**src/rtl/gzsbf_pkg.sv**
```systemverilog
// Shared constants, codes and helper functions for the gzip stored-block framer.
// No dependencies; used by gzip_stored_block_framer.
package gzsbf_pkg;

    // Input opcodes.
    localparam logic OP_START = 1'b0;
    localparam logic OP_BYTE  = 1'b1;

    // Kind of result sequence that one accepted request produces.
    localparam logic [1:0] KIND_START = 2'd0;
    localparam logic [1:0] KIND_DATA  = 2'd1;
    localparam logic [1:0] KIND_ERR   = 2'd2;

    localparam logic [15:0] MAX_CHUNK  = 16'hFFFF;
    localparam logic [31:0] CRC_INIT   = 32'hFFFF_FFFF;
    localparam logic [31:0] CRC_POLY   = 32'hEDB8_8320;
    localparam int          HEAD_BYTES = 10;
    localparam int          BH_BYTES   = 5;
    localparam int          MAX_RESULTS = 23;

    // Bytewise update of the reflected gzip CRC-32.
    function automatic logic [31:0] crc_byte(input logic [31:0] crc, input logic [7:0] b);
        logic [31:0] c;
        c = crc ^ {24'd0, b};
        for (int i = 0; i < 8; i++) begin
            c = c[0] ? ((c >> 1) ^ CRC_POLY) : (c >> 1);
        end
        return c;
    endfunction

    // Fixed ten-byte gzip member header: magic, deflate, no flags, no mtime,
    // no extra flags, unknown OS.
    function automatic logic [7:0] head_byte(input logic [3:0] idx);
        logic [7:0] b;
        case (idx)
            4'd0:    b = 8'h1f;
            4'd1:    b = 8'h8b;
            4'd2:    b = 8'h08;
            4'd9:    b = 8'hff;
            default: b = 8'h00;
        endcase
        return b;
    endfunction

endpackage

```
**src/rtl/gzip_stored_block_framer.sv**
```systemverilog
// Top level of the gzip stored-block framer: wraps a byte payload as one gzip
// member made of deflate stored blocks. Depends on gzsbf_pkg.
//
// Channel   Direction  Handshake                    Payload
// config    in         i_cfg_wr_en (no wait)        i_cfg_wr_data  (total_length)
// request   in         i_in_valid / o_in_ready      i_op, i_data_byte
// result    out        o_out_valid / i_out_ready    o_out_byte, o_last_of_run,
//                                                   o_member_done, o_error
//
// A request produces 1, 6, 9, 15 or 23 result bytes, one per cycle while
// the result side is ready, and holds the emit stage until its last byte
// is out; payload-byte requests that produce a single result stream at one
// per cycle when not stalled. A request passes the request register, then
// the emit stage, then the result register. The pace is set by the single
// result byte register. Reset is synchronous and active low; it clears all
// control state and sets total_length to zero. A stalled result holds the
// emit stage, which in turn holds the request register; the request side
// keeps accepting until the request register is full.
module gzip_stored_block_framer (
    input  logic        i_clk,
    input  logic        i_rst_n,
    input  logic        i_cfg_wr_en,
    input  logic [31:0] i_cfg_wr_data,
    input  logic        i_in_valid,
    output logic        o_in_ready,
    input  logic        i_op,
    input  logic [7:0]  i_data_byte,
    output logic        o_out_valid,
    input  logic        i_out_ready,
    output logic [7:0]  o_out_byte,
    output logic        o_last_of_run,
    output logic        o_member_done,
    output logic        o_error
);

    // Configuration and member state.
    logic [31:0] r_total_length;
    logic [31:0] r_crc, n_crc;
    logic [31:0] r_bytes_taken, n_bytes_taken;
    logic [15:0] r_chunk_left, n_chunk_left;
    logic        r_active, n_active;

    // Request register.
    logic        r_in_valid;
    logic        r_in_op;
    logic [7:0]  r_in_byte;

    // Emit stage: one loaded request's result sequence and its parameters.
    logic        r_job_valid;
    logic [4:0]  r_idx;
    logic [4:0]  r_last_idx, n_last_idx;
    logic [1:0]  r_kind, n_kind;
    logic        r_has_trl, n_has_trl;
    logic        r_bfinal, n_bfinal;
    logic [15:0] r_chunk, n_chunk;
    logic [31:0] r_crc_out, n_crc_out;
    logic [31:0] r_isize;
    logic [7:0]  r_data;

    // Result register.
    logic        r_out_valid;
    logic [7:0]  r_out_byte;
    logic        r_out_last;
    logic        r_out_done;
    logic        r_out_err;

    logic        out_free;
    logic        job_emit;
    logic        job_last;
    logic        load;

    logic [31:0] crc_upd;
    logic [31:0] bt_inc;
    logic [31:0] rem;
    logic [15:0] chunk;
    logic        bfinal;
    logic [15:0] cl_dec;

    logic [4:0]  off_bh_start, off_trl_start, off_data;
    logic [2:0]  bh_sel, trl_sel;
    logic        use_trl;
    logic [7:0]  bh_b, trl_b;
    logic [7:0]  sel_byte;
    logic        sel_done;
    logic        sel_err;

    assign out_free   = !r_out_valid || i_out_ready;
    assign job_emit   = r_job_valid && out_free;
    assign job_last   = (r_idx == r_last_idx);
    assign load       = r_in_valid && (!r_job_valid || (job_emit && job_last));
    assign o_in_ready = !r_in_valid || load;

    // Work out the whole effect of the request in the request register:
    // the next member state and the parameters of the result sequence.
    always_comb begin
        crc_upd = gzsbf_pkg::crc_byte(r_crc, r_in_byte);
        bt_inc  = r_bytes_taken + 32'd1;
        // Bytes left after this payload byte: total - taken - 1.
        rem     = (r_in_op == gzsbf_pkg::OP_START) ? r_total_length
                                                   : r_total_length + ~r_bytes_taken;
        bfinal  = ~|rem[31:16];
        chunk   = bfinal ? rem[15:0] : gzsbf_pkg::MAX_CHUNK;
        cl_dec  = r_chunk_left - {15'd0, (r_chunk_left != 16'd0)};

        n_crc         = r_crc;
        n_bytes_taken = r_bytes_taken;
        n_chunk_left  = r_chunk_left;
        n_active      = r_active;
        n_kind        = gzsbf_pkg::KIND_ERR;
        n_last_idx    = 5'd0;
        n_has_trl     = 1'b0;
        n_bfinal      = bfinal;
        n_chunk       = chunk;
        n_crc_out     = crc_upd ^ gzsbf_pkg::CRC_INIT;

        if (r_in_op == gzsbf_pkg::OP_START) begin
            n_kind        = gzsbf_pkg::KIND_START;
            n_crc         = gzsbf_pkg::CRC_INIT;
            n_bytes_taken = 32'd0;
            n_chunk_left  = chunk;
            n_active      = 1'b1;
            n_last_idx    = 5'(gzsbf_pkg::HEAD_BYTES + gzsbf_pkg::BH_BYTES - 1);
            if (r_total_length == 32'd0) begin
                // Empty member: one empty final block, then a zero trailer.
                n_has_trl  = 1'b1;
                n_active   = 1'b0;
                n_crc_out  = 32'd0;
                n_last_idx = 5'(gzsbf_pkg::MAX_RESULTS - 1);
            end
        end else if (!r_active || (r_bytes_taken >= r_total_length)) begin
            n_kind = gzsbf_pkg::KIND_ERR;
        end else begin
            n_kind        = gzsbf_pkg::KIND_DATA;
            n_crc         = crc_upd;
            n_bytes_taken = bt_inc;
            n_chunk_left  = cl_dec;
            if (bt_inc == r_total_length) begin
                n_has_trl  = 1'b1;
                n_active   = 1'b0;
                n_last_idx = 5'd8;
            end else if (cl_dec == 16'd0) begin
                n_chunk_left = chunk;
                n_last_idx   = 5'(gzsbf_pkg::BH_BYTES);
            end
        end
    end

    // Pick the byte at the current position of the loaded sequence.
    always_comb begin
        off_bh_start  = r_idx - 5'(gzsbf_pkg::HEAD_BYTES);
        off_trl_start = r_idx - 5'(gzsbf_pkg::HEAD_BYTES + gzsbf_pkg::BH_BYTES);
        off_data      = r_idx - 5'd1;
        if (r_kind == gzsbf_pkg::KIND_START) begin
            bh_sel  = off_bh_start[2:0];
            trl_sel = off_trl_start[2:0];
        end else begin
            bh_sel  = off_data[2:0];
            trl_sel = off_data[2:0];
        end

        case (bh_sel)
            3'd0:    bh_b = {7'd0, r_bfinal};
            3'd1:    bh_b = r_chunk[7:0];
            3'd2:    bh_b = r_chunk[15:8];
            3'd3:    bh_b = ~r_chunk[7:0];
            default: bh_b = ~r_chunk[15:8];
        endcase

        case (trl_sel)
            3'd0:    trl_b = r_crc_out[7:0];
            3'd1:    trl_b = r_crc_out[15:8];
            3'd2:    trl_b = r_crc_out[23:16];
            3'd3:    trl_b = r_crc_out[31:24];
            3'd4:    trl_b = r_isize[7:0];
            3'd5:    trl_b = r_isize[15:8];
            3'd6:    trl_b = r_isize[23:16];
            default: trl_b = r_isize[31:24];
        endcase

        use_trl  = 1'b0;
        sel_byte = 8'd0;
        sel_err  = 1'b0;
        unique case (r_kind)
            gzsbf_pkg::KIND_START: begin
                if (r_idx < 5'(gzsbf_pkg::HEAD_BYTES)) begin
                    sel_byte = gzsbf_pkg::head_byte(r_idx[3:0]);
                end else if (r_idx < 5'(gzsbf_pkg::HEAD_BYTES + gzsbf_pkg::BH_BYTES)) begin
                    sel_byte = bh_b;
                end else begin
                    use_trl  = 1'b1;
                    sel_byte = trl_b;
                end
            end
            gzsbf_pkg::KIND_DATA: begin
                if (r_idx == 5'd0) begin
                    sel_byte = r_data;
                end else if (r_has_trl) begin
                    use_trl  = 1'b1;
                    sel_byte = trl_b;
                end else begin
                    sel_byte = bh_b;
                end
            end
            default: begin
                sel_err = 1'b1;
            end
        endcase
        sel_done = use_trl && (trl_sel == 3'd7);
    end

    // Control registers.
    always_ff @(posedge i_clk) begin
        if (!i_rst_n) begin
            r_total_length <= 32'd0;
            r_crc          <= gzsbf_pkg::CRC_INIT;
            r_bytes_taken  <= 32'd0;
            r_chunk_left   <= 16'd0;
            r_active       <= 1'b0;
            r_in_valid     <= 1'b0;
            r_job_valid    <= 1'b0;
            r_idx          <= 5'd0;
            r_out_valid    <= 1'b0;
        end else begin
            if (i_cfg_wr_en) begin
                r_total_length <= i_cfg_wr_data;
            end
            if (o_in_ready) begin
                r_in_valid <= i_in_valid;
            end
            if (load) begin
                r_crc         <= n_crc;
                r_bytes_taken <= n_bytes_taken;
                r_chunk_left  <= n_chunk_left;
                r_active      <= n_active;
                r_job_valid   <= 1'b1;
                r_idx         <= 5'd0;
            end else if (job_emit) begin
                if (job_last) begin
                    r_job_valid <= 1'b0;
                end else begin
                    r_idx <= r_idx + 5'd1;
                end
            end
            if (job_emit) begin
                r_out_valid <= 1'b1;
            end else if (i_out_ready) begin
                r_out_valid <= 1'b0;
            end
        end
    end

    // Payload registers.
    always_ff @(posedge i_clk) begin
        if (i_in_valid && o_in_ready) begin
            r_in_op   <= i_op;
            r_in_byte <= i_data_byte;
        end
        if (load) begin
            r_kind     <= n_kind;
            r_last_idx <= n_last_idx;
            r_has_trl  <= n_has_trl;
            r_bfinal   <= n_bfinal;
            r_chunk    <= n_chunk;
            r_crc_out  <= n_crc_out;
            r_isize    <= r_total_length;
            r_data     <= r_in_byte;
        end
        if (job_emit) begin
            r_out_byte <= sel_byte;
            r_out_last <= job_last;
            r_out_done <= sel_done;
            r_out_err  <= sel_err;
        end
    end

    assign o_out_valid   = r_out_valid;
    assign o_out_byte    = r_out_byte;
    assign o_last_of_run = r_out_last;
    assign o_member_done = r_out_done;
    assign o_error       = r_out_err;

endmodule

```
**config.mk**
```make
export PLATFORM = sky130hd
export DESIGN_NAME = gzip_stored_block_framer
export DESIGN_NICKNAME = d
export VERILOG_FILES = /design/src/rtl/gzsbf_pkg.sv /design/src/rtl/gzip_stored_block_framer.sv
export SDC_FILE = /design/constraint.sdc
export NUM_CORES = 1
export LEC_CHECK = 0
export ABC_AREA = 1
export BUFFER_PORTS_ARGS = -buffer_cell sky130_fd_sc_hd__buf_2
export CORE_UTILIZATION = 61
export CTS_BUF_LIST = sky130_fd_sc_hd__clkbuf_16
export DETAILED_ROUTE_END_ITERATION = 12
export PLACE_DENSITY = 0.83
export SYNTH_ARGS = -nofsm -noshare
export SYNTH_HDL_FRONTEND = slang
export SYNTH_SLANG_ARGS = --single-unit
```
**constraint.sdc**
```tcl
create_clock -name i_clk -period 8.37 [get_ports i_clk]
set_clock_uncertainty 0.15 [all_clocks]
set_input_delay 1.2555 -clock i_clk [delete_from_list [all_inputs] [get_ports i_clk]]
set_output_delay 1.2555 -clock i_clk [all_outputs]
set_load 0.1 [all_outputs]
```
==> impl_metrics.json <==
{
  "slew_violations": 0,
  "final.period_utilization": 0.519,
  "relSlewSlack": 0.211,
  "final_hold_viol_count": 0,
  "synthAdderAreaFrac": 0.0593,
  "via_per_inst": 5.86,
  "synth.top_cell.area_share": 0.220,
  "hold_class": "flop to flop",
  "place_area_sq_um": 16500,
  "die_width_um": 164,
  "synth_compound_area_frac": 0.110,
  "die_h_um": 164,
  "criticalPathCategory": "flop to flop",
  "cp_common_cell": "nand2_1",
  "critPathCaptureType": "flop",
  "synth_top_area_cell": "edfxtp_1",
  "critPathTopFamily": "simple AND/OR/NAND/NOR gates",
  "synth_seq_area_share": 0.372,
  "cp.required_ps": 8640,
  "cts_setup_buffers": 0,
  "crit_fanout": 36,
  "synth_top_family_by_area": "simple AND/OR/NAND/NOR gates",
  "synth_ff_type": "dfxtp_1",
  "path_clk_slew_ps": 70,
  "status": "complete, no violations",
  "synth.most_common_cell": "nand2_1",
  "syn_area_sq_um": 15900,
  "muxShareOfSynthArea": 0.000628,
  "min_from": "r_active",
  "final_util": 0.684,
  "ir_drop_v": 0.000154,
  "h-tree-depth": 1,
  "cts_resized": 0,
  "grt_pass1_wl_um": 79300,
  "synth_edf_count": 117,
  "yosysUniqueCellTypes": 53,
  "vias": 15500,
  "core_sq_um": 25400,
  "nNetsFinal": 2406,
  "ioPinCount": 59,
  "worst_slew_pin_slew_ps": 1180,
  "drc": 0,
  "dp_hpwl_um": 39600,
  "cts_buffers": 27,
  "fmax_mhz": 230,
  "syn2layout_area_growth_pct": 8.90,
  "gp_congestion": 1.03,
  "cts-root-buf": "clkbuf_16",
  "overflow": 0,
  "cts_buffer_depth": 3,
  "async_flop_share": 0,
  "path_buf_inv": 4,
  "setup_violations": 0,
  "tns_ps": 0,
  "power_mw": 3.35,
  "p_leak_nw": 7.72,
  "synth_xor_area_frac": 0.0662,
  "cts_tree": "yes",
  "finalInstanceArea_sq_um": 17400,
  "power.density_nw_per_um2": 193,
  "synth-simple-area-share": 0.306,
  "die_area_sq_um": 26800,
  "cts_hold_buffers": 0,
  "arrival_ps": 4610,
  "grt_max_degree": 65,
  "drive_above_1_share": 0.0737,
  "totalWireLength_um": 52100,
  "slowest_stage": "nand2_1",
  "dr.pass1.iters": 6,
  "postRouteAntennaNets": 0,
  "syn_nets": 2371,
  "first_global_vias": 14300,
  "drv_cap": 0,
  "avgRoutedWirePerCell_um": 19.8,
  "synth_area_leaders": "edfxtp_1, nand2_1, dfxtp_1",
  "fp-row-count": 58,
  "initial_core_util": 0.628,
  "port_buffers": 58,
  "ys_top_cells_by_count": "nand2_1, inv_1, nor2_1",
  "cpPeakStageDelay_ps": 810,
  "avgSynthCellArea_sq_um": 7.09,
  "cts_sinks": 238,
  "clkLatencyLatePin_ps": 550,
  "period_needed_ps": 4340,
  "drtIter0Drc": 2084,
  "path_cells": "inv_1 > ha_1 > nand2_1 > inv_1 > nand2_1 > nor3_1 > nand2_1 > nand2_1 > nand2_1 > nand4_1 > nor2_1 > nand2_1 > clkinv_1 > buf_4 > o21ai_0 > a21oi_1",
  "antenna_found_initial": 0,
  "worstReg2RegStart": "r_total_length[15]",
  "synth_cells": 2250,
  "crit_start": "r_total_length[15]",
  "ys_warn_count": 0,
  "crit_path_start_kind": "flop",
  "rsz0062_at_grt": "false",
  "grt_usage": 0.390,
  "num_antenna_cells": 0,
  "ys_seq_elements": 238
}
[per-stage QoR]
stage	setup slack (ps)	instances	hold WS, ps
floorplan	1340	2250	289
global placement	3910	2586	303
detailed placement	3770	2586	310
CTS	4150	2636	319
global route	3680	2636	344
finish	4030	2636	317
[power by group]
part / switching (mW) / internal, mW
registers: 0.0474 / 1.29
clock network: 0.519 / 0.716
logic: 0.542 / 0.227
total: 1.11 / 2.24
[cell families after synthesis]
logic type,count (synthesis)
compound gates,320
xor+xnor,113
fa+ha+maj,75
buf+inv,352
flops,238
mux,1
simple gates,1151
[registers in the layout (all words and copies together) (netlist names), 2 cells and up]
signal,flops
r_data,8
r_crc,32
r_in_byte,8
r_chunk_left,16
r_isize,32
r_last_idx,5
r_crc_out,32
r_chunk,16
r_total_length,32
r_kind,2
r_bytes_taken,32
r_idx,5
o_out_byte,8
[layout by cell type, fill, tap and decap left out, drive strengths merged]
cell type and count:
bufinv 4, o221ai 1, a221oi 1, o22ai 41, mux2i 1, o21ai 109, o21a 1, nor3b 1
nand3b 3, inv 291, a22oi 1, o311ai 1, edfxtp 117, o211ai 7, o21bai 5, clkbuf 27
fa 1, or2 9, nand3 173, xnor2 44, a31oi 6, clkinvlp 5, dfxtp 121, nor4 9
buf 67, o22a 2, and2 4, clkinv 14, o2111ai 1, nand4 46, nor2 219, nor3 12
nand2 673, xor2 68, ha 74, and3 2, a21oi 144, xnor3 1
[routing by layer]
layer / routed length, um / vias up / global-route usage
met5: 0 / - / 0
met4: 2640 / 0 / 0.182
met3: 4270 / 130 / 0.0359
met2: 24300 / 769 / 0.651
met1: 20800 / 7145 / 0.512
li1: - / 7408 / -
[final cells by class]
cell class,instances,area (sq um)
Multi-Input combinational cell,1660,8650
Fill cell,2206,8030
Sequential cell,238,5940
Inverter,291,1090
Clock buffer,27,676
Tap cell,330,413
Timing Repair Buffer,67,358
Clock inverter,23,239
[path summary, 6_finish.rpt]
kind	slack (ps)	cells after the start	to
max	4030	16	r_bytes_taken[0]
min	320	2	r_active
max reg2reg	4030	16	r_bytes_taken[0]
min reg2reg	320	2	r_active
[tightest hold or removal path: cells and delay by family, from the launching register on]
kind	cells	cell delay, ps
flops	1	310
simple gates	1	60
compound gates	1	50
Power figures use the tool's default switching activity.
